==> src/hdl/tqsu_pkg.sv <==
package tqsu_pkg;

    localparam int TASKS      = 16;
    localparam int SEMAPHORES = 8;

    localparam int ID_W    = 5;
    localparam int SEM_W   = 3;
    localparam int MODE_W  = 2;
    localparam int CNT_W   = 8;
    localparam int LINK_IW = $clog2(TASKS + 1);
    localparam int SEM_IW  = (SEMAPHORES > 1) ? $clog2(SEMAPHORES) : 1;

    localparam logic [MODE_W-1:0] MODE_CREATE   = 2'd0;
    localparam logic [MODE_W-1:0] MODE_SCHEDULE = 2'd1;
    localparam logic [MODE_W-1:0] MODE_P        = 2'd2;
    localparam logic [MODE_W-1:0] MODE_V        = 2'd3;

    localparam logic signed [CNT_W-1:0] CNT_MIN   = 8'sh80;
    localparam logic signed [CNT_W-1:0] CNT_MAX   = 8'sh7F;
    localparam logic signed [CNT_W-1:0] CNT_RESET = 8'sh01;

    typedef struct packed {
        logic latch;     // take the input item and clear the result
        logic create;    // claim the free slot found by the encoder
        logic count;     // update the semaphore count
        logic app_clr;   // clear the link of the task being appended
        logic app_link;  // hook the task onto the tail of the target queue
        logic pop;       // pop the head of the target queue
        logic use_wait;  // target queue is the semaphore's wait queue
        logic load_out;  // copy the result into the output registers
    } tqsu_cmd_t;

    typedef struct packed {
        logic [MODE_W-1:0] mode;
        logic              sem_ok;
        logic              cur_ok;
        logic              free_hit;
        logic              cnt_neg;
        logic              cnt_nonpos;
        logic              pop_hit;
    } tqsu_stat_t;

    function automatic logic valid_id(input logic [ID_W-1:0] id);
        return (id != '0) && (32'(id) <= TASKS);
    endfunction

endpackage

==> src/hdl/task_ready_queue_semaphore_unit.sv <==
// Kernel helper holding one FIFO ready queue and a FIFO wait queue per counting
// semaphore, linked through a per-task next-link table. Each call (create,
// schedule, P, V) gives exactly one result. Calls are handled one at a time: a
// call is taken in and decided, may append a task to a queue or pop a queue head,
// or both, and then waits to load its result while the output result register
// is still full and stalled; a new call is taken only after that. The sequencer
// performs one link-table update per cycle. Counts saturate at -128 and 127; an
// empty queue or no free slot answers found low with task id zero, and task
// slots are never released.
module task_ready_queue_semaphore_unit (
    input  logic                         clk,
    input  logic                         rst_n,
    input  logic                         in_valid,
    output logic                         in_stall,
    input  logic [tqsu_pkg::MODE_W-1:0]  mode,
    input  logic [tqsu_pkg::SEM_W-1:0]   sem_id,
    input  logic [tqsu_pkg::ID_W-1:0]    cur_task,
    output logic                         out_valid,
    input  logic                         out_stall,
    output logic [tqsu_pkg::ID_W-1:0]    task_id,
    output logic                         found,
    output logic                         blocked
);
    import tqsu_pkg::*;

    tqsu_cmd_t  cmd;
    tqsu_stat_t stat;

    tqsu_ctrl u_ctrl (
        .clk       (clk),
        .rst_n     (rst_n),
        .in_valid  (in_valid),
        .in_stall  (in_stall),
        .out_valid (out_valid),
        .out_stall (out_stall),
        .stat      (stat),
        .cmd       (cmd)
    );

    tqsu_dpath u_dpath (
        .clk      (clk),
        .rst_n    (rst_n),
        .cmd      (cmd),
        .stat     (stat),
        .mode     (mode),
        .sem_id   (sem_id),
        .cur_task (cur_task),
        .task_id  (task_id),
        .found    (found),
        .blocked  (blocked)
    );

endmodule

==> src/hdl/tqsu_ctrl.sv <==
module tqsu_ctrl (
    input  logic               clk,
    input  logic               rst_n,
    input  logic               in_valid,
    output logic               in_stall,
    output logic               out_valid,
    input  logic               out_stall,
    input  tqsu_pkg::tqsu_stat_t stat,
    output tqsu_pkg::tqsu_cmd_t  cmd
);
    import tqsu_pkg::*;

    localparam logic [2:0] ST_IDLE     = 3'd0;
    localparam logic [2:0] ST_DECIDE   = 3'd1;
    localparam logic [2:0] ST_APP_CLR  = 3'd2;
    localparam logic [2:0] ST_APP_LINK = 3'd3;
    localparam logic [2:0] ST_POP      = 3'd4;
    localparam logic [2:0] ST_DONE     = 3'd5;

    logic [2:0] state_reg;
    logic [2:0] state_next;
    logic       out_valid_reg;
    logic       out_valid_next;

    always_comb
    begin
        state_next     = state_reg;
        out_valid_next = out_valid_reg;
        cmd            = '0;
        if (out_valid_reg && !out_stall)
        begin
            out_valid_next = 1'b0;
        end
        case (state_reg)
            ST_IDLE:
            begin
                if (in_valid)
                begin
                    cmd.latch  = 1'b1;
                    state_next = ST_DECIDE;
                end
            end
            ST_DECIDE:
            begin
                case (stat.mode)
                    MODE_CREATE:
                    begin
                        if (stat.free_hit)
                        begin
                            cmd.create = 1'b1;
                            state_next = ST_APP_CLR;
                        end
                        else
                        begin
                            state_next = ST_DONE;
                        end
                    end
                    MODE_SCHEDULE:
                    begin
                        state_next = ST_POP;
                    end
                    MODE_P:
                    begin
                        if (stat.sem_ok && stat.cur_ok)
                        begin
                            cmd.count  = 1'b1;
                            state_next = stat.cnt_neg ? ST_APP_CLR : ST_DONE;
                        end
                        else
                        begin
                            state_next = ST_DONE;
                        end
                    end
                    default:
                    begin
                        if (stat.sem_ok)
                        begin
                            cmd.count  = 1'b1;
                            state_next = stat.cnt_nonpos ? ST_POP : ST_DONE;
                        end
                        else
                        begin
                            state_next = ST_DONE;
                        end
                    end
                endcase
            end
            ST_APP_CLR:
            begin
                cmd.app_clr  = 1'b1;
                cmd.use_wait = (stat.mode == MODE_P);
                state_next   = ST_APP_LINK;
            end
            ST_APP_LINK:
            begin
                cmd.app_link = 1'b1;
                cmd.use_wait = (stat.mode == MODE_P);
                // A blocking P still has to hand over to the next ready task.
                state_next   = (stat.mode == MODE_P) ? ST_POP : ST_DONE;
            end
            ST_POP:
            begin
                cmd.pop      = 1'b1;
                cmd.use_wait = (stat.mode == MODE_V);
                if ((stat.mode == MODE_V) && stat.pop_hit)
                begin
                    state_next = ST_APP_CLR;
                end
                else
                begin
                    state_next = ST_DONE;
                end
            end
            ST_DONE:
            begin
                if (!out_valid_reg || !out_stall)
                begin
                    cmd.load_out   = 1'b1;
                    out_valid_next = 1'b1;
                    state_next     = ST_IDLE;
                end
            end
            default:
            begin
                state_next = ST_IDLE;
            end
        endcase
    end

    always_ff @(posedge clk or negedge rst_n)
    begin
        if (!rst_n)
        begin
            state_reg     <= ST_IDLE;
            out_valid_reg <= 1'b0;
        end
        else
        begin
            state_reg     <= state_next;
            out_valid_reg <= out_valid_next;
        end
    end

    assign in_stall  = (state_reg != ST_IDLE);
    assign out_valid = out_valid_reg;

endmodule

==> src/hdl/tqsu_dpath.sv <==
module tqsu_dpath (
    input  logic                         clk,
    input  logic                         rst_n,
    input  tqsu_pkg::tqsu_cmd_t          cmd,
    output tqsu_pkg::tqsu_stat_t         stat,
    input  logic [tqsu_pkg::MODE_W-1:0]  mode,
    input  logic [tqsu_pkg::SEM_W-1:0]   sem_id,
    input  logic [tqsu_pkg::ID_W-1:0]    cur_task,
    output logic [tqsu_pkg::ID_W-1:0]    task_id,
    output logic                         found,
    output logic                         blocked
);
    import tqsu_pkg::*;

    logic [ID_W-1:0]         link_reg [0:TASKS];
    logic [TASKS:1]          slot_used_reg;
    logic [ID_W-1:0]         ready_head_reg;
    logic [ID_W-1:0]         ready_tail_reg;
    logic signed [CNT_W-1:0] count_reg [0:SEMAPHORES-1];
    logic [ID_W-1:0]         wait_head_reg [0:SEMAPHORES-1];
    logic [ID_W-1:0]         wait_tail_reg [0:SEMAPHORES-1];

    logic [MODE_W-1:0] mode_reg;
    logic [SEM_W-1:0]  sem_reg;
    logic [ID_W-1:0]   cur_reg;
    logic [ID_W-1:0]   app_id_reg;
    logic [ID_W-1:0]   tid_reg;
    logic              found_reg;
    logic              blocked_reg;
    logic [ID_W-1:0]   task_id_reg;
    logic              found_out_reg;
    logic              blocked_out_reg;

    logic [SEM_IW-1:0]       sem_idx;
    logic                    free_hit;
    logic [ID_W-1:0]         free_id;
    logic signed [CNT_W-1:0] cnt_cur;
    logic signed [CNT_W-1:0] cnt_next;
    logic [ID_W-1:0]         tgt_head;
    logic [ID_W-1:0]         tgt_tail;
    logic                    tgt_live;
    logic [ID_W-1:0]         head_link;
    logic                    head_ok;
    logic                    wr_en;
    logic [ID_W-1:0]         wr_addr;
    logic [ID_W-1:0]         wr_data;
    logic                    ht_en;
    logic [ID_W-1:0]         head_new;
    logic [ID_W-1:0]         tail_new;

    assign sem_idx = SEM_IW'(sem_reg);

    // Lowest free slot.
    always_comb
    begin
        free_hit = 1'b0;
        free_id  = '0;
        for (int i = TASKS; i >= 1; i--)
        begin
            if (!slot_used_reg[i])
            begin
                free_hit = 1'b1;
                free_id  = ID_W'(i);
            end
        end
    end

    // Saturating count step: P counts down, V counts up.
    always_comb
    begin
        cnt_cur  = count_reg[sem_idx];
        cnt_next = cnt_cur;
        if (mode_reg == MODE_P)
        begin
            if (cnt_cur != CNT_MIN)
            begin
                cnt_next = cnt_cur - CNT_W'(1);
            end
        end
        else if (cnt_cur != CNT_MAX)
        begin
            cnt_next = cnt_cur + CNT_W'(1);
        end
    end

    assign tgt_head  = cmd.use_wait ? wait_head_reg[sem_idx] : ready_head_reg;
    assign tgt_tail  = cmd.use_wait ? wait_tail_reg[sem_idx] : ready_tail_reg;
    assign tgt_live  = valid_id(tgt_head) && valid_id(tgt_tail);
    assign head_ok   = valid_id(tgt_head);
    assign head_link = link_reg[LINK_IW'(tgt_head)];

    // One write to the link table and one head/tail update per cycle.
    always_comb
    begin
        wr_en    = 1'b0;
        wr_addr  = app_id_reg;
        wr_data  = '0;
        ht_en    = 1'b0;
        head_new = tgt_head;
        tail_new = tgt_tail;
        if (cmd.app_clr)
        begin
            wr_en = 1'b1;
        end
        else if (cmd.app_link)
        begin
            ht_en    = 1'b1;
            tail_new = app_id_reg;
            if (tgt_live)
            begin
                wr_en   = 1'b1;
                wr_addr = tgt_tail;
                wr_data = app_id_reg;
            end
            else
            begin
                head_new = app_id_reg;
            end
        end
        else if (cmd.pop)
        begin
            ht_en = 1'b1;
            if (head_ok)
            begin
                wr_en   = 1'b1;
                wr_addr = tgt_head;
                if (valid_id(head_link))
                begin
                    head_new = head_link;
                end
                else
                begin
                    head_new = '0;
                    tail_new = '0;
                end
            end
            else
            begin
                head_new = '0;
                tail_new = '0;
            end
        end
    end

    always_ff @(posedge clk or negedge rst_n)
    begin
        if (!rst_n)
        begin
            for (int i = 0; i <= TASKS; i++)
            begin
                link_reg[i] <= '0;
            end
            slot_used_reg  <= '0;
            ready_head_reg <= '0;
            ready_tail_reg <= '0;
            for (int s = 0; s < SEMAPHORES; s++)
            begin
                count_reg[s]     <= CNT_RESET;
                wait_head_reg[s] <= '0;
                wait_tail_reg[s] <= '0;
            end
        end
        else
        begin
            if (wr_en)
            begin
                link_reg[LINK_IW'(wr_addr)] <= wr_data;
            end
            if (cmd.create)
            begin
                slot_used_reg[free_id] <= 1'b1;
            end
            if (cmd.count)
            begin
                count_reg[sem_idx] <= cnt_next;
            end
            if (ht_en)
            begin
                if (cmd.use_wait)
                begin
                    wait_head_reg[sem_idx] <= head_new;
                    wait_tail_reg[sem_idx] <= tail_new;
                end
                else
                begin
                    ready_head_reg <= head_new;
                    ready_tail_reg <= tail_new;
                end
            end
        end
    end

    always_ff @(posedge clk)
    begin
        if (cmd.latch)
        begin
            mode_reg    <= mode;
            sem_reg     <= sem_id;
            cur_reg     <= cur_task;
            tid_reg     <= '0;
            found_reg   <= 1'b0;
            blocked_reg <= 1'b0;
        end
        if (cmd.create)
        begin
            app_id_reg <= free_id;
            tid_reg    <= free_id;
            found_reg  <= 1'b1;
        end
        if (cmd.count && (mode_reg == MODE_P))
        begin
            app_id_reg  <= cur_reg;
            blocked_reg <= cnt_next[CNT_W-1];
        end
        if (cmd.pop)
        begin
            app_id_reg <= head_ok ? tgt_head : '0;
            tid_reg    <= head_ok ? tgt_head : '0;
            found_reg  <= head_ok;
        end
        if (cmd.load_out)
        begin
            task_id_reg     <= tid_reg;
            found_out_reg   <= found_reg;
            blocked_out_reg <= blocked_reg;
        end
    end

    always_comb
    begin
        stat.mode       = mode_reg;
        stat.sem_ok     = (32'(sem_reg) < SEMAPHORES);
        stat.cur_ok     = valid_id(cur_reg);
        stat.free_hit   = free_hit;
        stat.cnt_neg    = cnt_next[CNT_W-1];
        stat.cnt_nonpos = cnt_next[CNT_W-1] || (cnt_next == '0);
        stat.pop_hit    = head_ok;
    end

    assign task_id = task_id_reg;
    assign found   = found_out_reg;
    assign blocked = blocked_out_reg;

endmodule

==> config.mk <==
export PLATFORM = sky130hd
export DESIGN_NAME = task_ready_queue_semaphore_unit
export DESIGN_NICKNAME = d
export VERILOG_FILES = /design/src/hdl/tqsu_pkg.sv /design/src/hdl/task_ready_queue_semaphore_unit.sv /design/src/hdl/tqsu_ctrl.sv /design/src/hdl/tqsu_dpath.sv
export SDC_FILE = /design/constraint.sdc
export NUM_CORES = 1
export LEC_CHECK = 0
export ABC_AREA = 1
export BUFFER_PORTS_ARGS = -buffer_cell sky130_fd_sc_hd__buf_4
export CAP_MARGIN = 20
export CORE_MARGIN = 2
export CORE_UTILIZATION = 40
export CTS_CLUSTER_SIZE = 10
export DETAILED_ROUTE_END_ITERATION = 8
export PLACE_DENSITY_LB_ADDON = 0.15
export SLEW_MARGIN = 5
export SYNTH_ARGS = -nofsm -noshare
export SYNTH_HDL_FRONTEND = slang
export SYNTH_HIERARCHICAL = 1
export SYNTH_SLANG_ARGS = --single-unit
==> constraint.sdc <==
create_clock -name clk -period 3.8 [get_ports clk]
set_input_delay 1.14 -clock clk [delete_from_list [all_inputs] [get_ports clk]]
set_output_delay 1.14 -clock clk [all_outputs]
set_load 0.02 [all_outputs]
[Word-level counts from Yosys, hierarchy flattened]
Index checks and enable logic that the tools add are counted.
Operators by class
  bitwise logic cells: 5
  equal/unequal tests: 12
  add/subtract/negate cells: 2
  order comparisons: 11
  divide/modulo/power cells: 0
  reductions and logical operators: 31
  shift-type cells: 0
  muxes and demuxes: 125
  multiply operators: 0
Operator list (count)
  $mux 5: 52
  $bwmux 85: 1
  $bwmux 40: 2
  $bwmux 64: 1
  $mux 8: 6
  $mux 1: 44
  $bmux 5 s3: 2
  $bmux 5 s5: 1
  $demux 5 s5: 1
  $bmux 8 s3: 1
  $demux 8 s3: 1
  $le 5x5->1 const B: 4
  $reduce_bool 5->1: 4
  $mux 3: 6
  $pmux 3 s6: 1
  $ne 8x8->1 const B: 2
  $or 16x16->16: 1
  $demux 5 s3: 1
  $ge 6x6->1 const B: 2
  $not 5->6: 2
  $logic_and 1x1->1: 11
  $pmux 3 s3: 1
  $reduce_bool 3->1: 3
  $add 8x2->8 const B: 1
  other kinds (26): 35
Storage, ports and cells
  memory bits (read-only): 0
  bits in latches: 0
  memories kept: 0
  flip-flop bits (word level): 288
  RAM bits: 0
  word-level logic and storage cells: 242

[Longest topological paths before layout]
  word-level depth: 22
  depth in mapped cells: 27
  depth with buffers taken out: 25

[Cells and area by module]
The synthesis kept the hierarchy.
By module, submodules not included
  tqsu_dpath: sequential area each 7262.0 µm², times used 1, cells an instance 1859, area each 14423.8 µm²
  tqsu_ctrl: sequential area each 100.1 µm², times used 1, cells an instance 59, area each 370.4 µm²

[Worst setup path after synthesis]
Ideal clock, no wire load.
  path type: register to register
  from: register u_ctrl.state_reg[0]
  to: register u_dpath/wait_tail_reg[9] (netlist bit)
  path slack: -0.079 ns
  path buffers: 3
  clock period less this slack: 3.879 ns
  stages on the path, launching flop included: 19
  arrival time: 3.796 ns
  setup time: 0.083 ns
  path through: dfrtp_1 > buf_6 > nor2_2 > nand2_2 > o22ai_1 > clkbuf_1 > nand3_1 > nand2_1 > buf_2 > nand4_1 > inv_1 > ha_1 > nor2_1 > inv_1 > nor3_1 > nor3_1 > o22ai_1 > nand2_1 > o21ai_0
RTL lines
  from (decl): RTL line tqsu_ctrl.sv:20  | logic [2:0] state_reg;
  from (signal assigned): RTL line tqsu_ctrl.sv:139  | state_reg <= state_next;
  to (signal, indexed assignment): RTL line tqsu_dpath.sv:182  | wait_tail_reg[sem_idx] <= tail_new;
  to (decl): RTL line tqsu_dpath.sv:21  | logic [ID_W-1:0] wait_tail_reg [0:SEMAPHORES-1];

==> results.md <==
- Sequential cells were found to cover 49.8% of the synthesized design area.
- The via count of the first global-routing pass is 12900.
- The count of buffers inserted at the top-level ports is 22.
- The register bit count reported by yosys is 288.
- The overall die width is 196 um.
- For this run the aggregate overflow at the end of global routing stands at 0.
- The total global-route track usage is 23.8%.
- The final wirelength is 46100 um.
- The cell at the root of the clock tree is clkbuf_16.
- The synthesized net count is 1937.
- In the final routed layout, each cell accounts on average for 17.9 um.
- After synthesis the cells add up to 14800 sq um.
- The die is 196 um tall.
- The path class of the tightest hold or removal check is flip-flop to flip-flop.
- The smallest clock period supported by the final layout is computed as 3690 ps.
- Yosys mapped the design onto 47 distinct sky130hd cell types.
- Of all flip-flops after synthesis, the portion carrying an async set or reset was 89.9%.
- The antenna violation net count after detailed routing is 0.
- The net switching power is 5.54 mW.
- No sink is reached through more buffers than the 3 on the longest clock path.
- The insertion delay to the later sink of the worst-skew pair is 550 ps.
- The highest attainable clock frequency is 0.271 GHz.
- The final hold violation count was 0.
- The share of the cycle needed by the critical path after routing is 97.0%.
- The max-slew violation count is 0.
- Once layout is complete, the cells apart from fillers number 2570.
- STA classifies the critical path startpoint as a flip-flop.
- The post-synthesis cell count is 1918.
- In this run, synthesis inferred 29 flip-flops with an integrated enable.
- The first global-routing pass estimated 71200 um of wire.
- The via total after detailed routing is 13500.
- The post-CTS clock slew at the launch and capture registers of the worst setup and hold paths is 50 ps.
- After the first detailed-routing iteration, the DRC count stood at 1128.
- Combinational logic is responsible for 47.2% of the overall power.
- Pin placement for this block handled 23 I/O pins.
- At the end of the flow, the number of nets in the layout was 2102.
- The reported leakage power is 8.91 nW.
- The category of the worst setup path capture point is a flip-flop.
- The remaining max-slew budget at the tightest pin is 44.1%.
- Setup violations remaining at the end of the flow were counted as 0.
- The global placement routability congestion is 0.930.
- The first detailed-routing pass ran for 6 iterations.
- The clock network fraction of design power is 23.0%.
- The cell area after layout is 18300 sq um.
- In the routed layout, each cell is associated on average with a via count of 5.25.
- Of all nets on the critical path, the largest fanout is 12.
- The register with the most flip-flops in the layout has 85 of them.
- 0 antenna diodes ended up in the layout.
- The die covers 38500 sq um.
- The peak ir drop on the vdd network is 0.000449 V.
- The average cell area after synthesis is 7.71 sq um.
- The max-cap violation count is 0.
- Entering global routing, the biggest net connects 86 pins.
- For this design, the sink count on the clock tree is 288.
- The top cell types in the final layout, fill and taps aside, are 644 x nand2_1, 251 x dfrtp_1, 208 x nand3_1, 180 x inv_1, 164 x buf_4.
- The internal power of the cells totals 8.18 mW.
- The flow ran to the end, and the final reports show no timing, DRC or antenna violations.
- The slew at the pin closest to its max-slew limit is 836 ps.
- Compared with the post-synthesis result, the final layout area differs by 23.6%.
- The final-layout fill cell count is 3503.
- STA puts the critical path data required time at 4280 ps.
- After clock tree synthesis, the flow added hold-fix buffers numbering 0.
- The primary flip-flop cell chosen by synthesis mapping is dfrtp_1.
- The core region is 36500 sq um.
- In this run, CTS created clock tree buffers numbering 36.
- The total number of yosys warnings is 6.
- In this run the power density over the cells is 750 nW/um^2.
- The proportion of layout cells with a drive suffix above 1 is 17.8%.
- The placed wire-length estimate after detailed placement is 31500 um.
- After detailed placement, the design holds a cell count of 2472.
- Once placement finished, the instance area stood at 16500 sq um.
- TritonCTS built the clock tree.
- The most frequent standard cell in the layout excluding fill and tap cells is nand2_1.
- The start-to-end type of the worst setup path is flip-flop to flip-flop.
- The depth of the CTS H-tree is 2.
- The clock tree skew after final layout is 9.86 ps.
- The number of antenna violations at the first check in global routing was 0.
- The data arrival at the endpoint of the critical path is 4170 ps.
- After detailed routing, the number of remaining DRC violations is 0.
- The switching share of power is 40.4%.
- The starting utilization of the core area is 40.5%.
- The floorplan has 70 rows.
- The sequential cell fraction of total power is 29.7%.
-- area by class of cell --
| type | instances | area [sq um] | area share, % |
|---|---|---|---|
| Sequential cell | 288 | 7360 | 40.2 |
| Multi-Input combinational cell | 1350 | 6530 | 35.7 |
| Timing Repair Buffer | 203 | 1980 | 10.8 |
| Clock buffer | 52 | 992 | 5.42 |
| Inverter | 203 | 773 | 4.23 |
| Tap cell | 468 | 586 | 3.20 |
| Clock inverter | 5 | 56.3 | 0.308 |
| Timing Repair inverter | 1 | 7.51 | 0.0410 |
-- synth_stat cells (2+ instances only) --
master    instances  share of area, %
a21oi_1          32               1.1
o21bai_1          4              0.20
buf_2            20              0.68
edfxtp_1         29               5.9
a211oi_1          6              0.30
o22ai_1          26               1.1
o21ai_1           4              0.14
buf_4            17              0.86
a22oi_1           6              0.30
clkinv_1          4              0.10
nor3_1           10              0.34
nand3_1         213               7.2
nor2_1           89               2.3
nand3b_1          5              0.25
xor2_1            8              0.47
nor2_4            7              0.53
nand4_1          29               1.2
o211ai_1         21               1.1
ha_1              5              0.42
nor4_1            2             0.085
nand2_1         665                17
inv_2             8              0.20
dfrtp_1         251                42
clkbuf_1         31              0.79
nand2_2          14              0.59
nor2_2           11              0.47
a31oi_1          11              0.47
buf_1             5              0.13
o21ai_0         152               5.1
nand3_2           6              0.41
dfstp_2           8               1.4
or2_2             9              0.38
inv_1           191               4.8
nor3_2            2              0.14
buf_6             5              0.38
-- power by group through the flow --
stage | sequential (mW) | combinational [mW] | clock, mW
floorplan | 4.06 | 3.30 | 0
global placement | 4.11 | 5.46 | 0
detailed placement | 4.12 | 5.49 | 0
CTS | 4.07 | 5.65 | 3.24
global route | 4.14 | 7.05 | 3.37
finish | 4.08 | 6.48 | 3.16
-- stage by stage --
step / hold WS (ps) / setup slack (ps) / TNS, ps / total power [mW] / utilization (%)
after global routing: 423 / -50.5 / -950 / 14.6 / 50.1
final: 416 / 114 / 0 / 13.7 / 50.1
after detailed placement: 406 / -224 / -6290 / 9.60 / 45.1
after global placement: 403 / -104 / -3720 / 9.57 / 45.1
after CTS: 418 / -33.0 / -187 / 13.0 / 48.3
after floorplan: 400 / 14.0 / 0 / 7.36 / -
-- worst paths after layout --
kind / slack [ps] / cells after the start / start / endpoint
min reg2reg: 420 / 0 / u_dpath/tid_reg[1]$_DFFE_PP_ / u_dpath/task_id[1]$_DFFE_PP_
min: 420 / 0 / u_dpath/tid_reg[1]$_DFFE_PP_ / u_dpath/task_id[1]$_DFFE_PP_
max reg2reg: 110 / 23 / u_dpath/mode_reg[0]$_DFFE_PP_ / u_dpath/link_reg[26]$_DFFE_PN0P_
max: 110 / 23 / u_dpath/mode_reg[0]$_DFFE_PP_ / u_dpath/link_reg[26]$_DFFE_PN0P_
max in group asynchronous: 2330 / 2 / rst_n / u_dpath/slot_used_reg[7]$_DFFE_PN0P_
min in group asynchronous: 600 / 1 / rst_n / u_dpath/wait_head_reg[0]$_DFFE_PN0P_
-- worst max-delay path: stages (launching register included) --
cell,delay [ps]
edfxtp_1,410
inv_1,110
nand2_2,80
o22ai_2,170
buf_6,170
inv_1,80
a221oi_2,180
nand4_1,240
nand2_1,180
nand4_1,110
inv_2,130
ha_4,230
nor2_4,110
buf_6,150
nand3_2,120
a21oi_2,180
nand2_2,90
nand2_2,100
nand2_4,80
nor2_4,250
buf_12,140
clkbuf_16,150
nand3_1,80
nand2_1,70
-- cell families (layout without fill, tap and decap cells) --
logic type / count (synthesis) / in the layout / share of synthesized area (%)
AND/OR/NAND/NOR: 1064 / 1065 / 30.9
flip-flops: 288 / 288 / 49.8
buffers and inverters: 281 / 464 / 7.98
AO/OA/AOI/OAI: 270 / 270 / 10.4
XOR/XNOR: 9 / 9 / 0.533
adder cells (fa/ha/maj): 5 / 5 / 0.423
other: 1 / 1 / 0.0253
-- per-layer routing --
| layer | track usage (%) | share of wire, % | routed length, um | up-vias |
|---|---|---|---|---|
| met1 | 33.9 | 46 | 21400 | 6467 |
| met3 | 4.19 | 6.1 | 2820 | 70 |
| li1 | - | - | - | 6575 |
| met5 | 0 | 0 | 0 | - |
| met2 | 36.8 | 45 | 20600 | 376 |
| met4 | 7.60 | 2.7 | 1250 | 0 |
-- what timing repair did --
action	CTS	global route
gates cloned	1	8
endpoints found under the setup margin	105	168
buffers inserted	5	27
pin swaps	3	22
resized for setup	9	76
No activity file was read; power rests on OpenSTA's default activity.
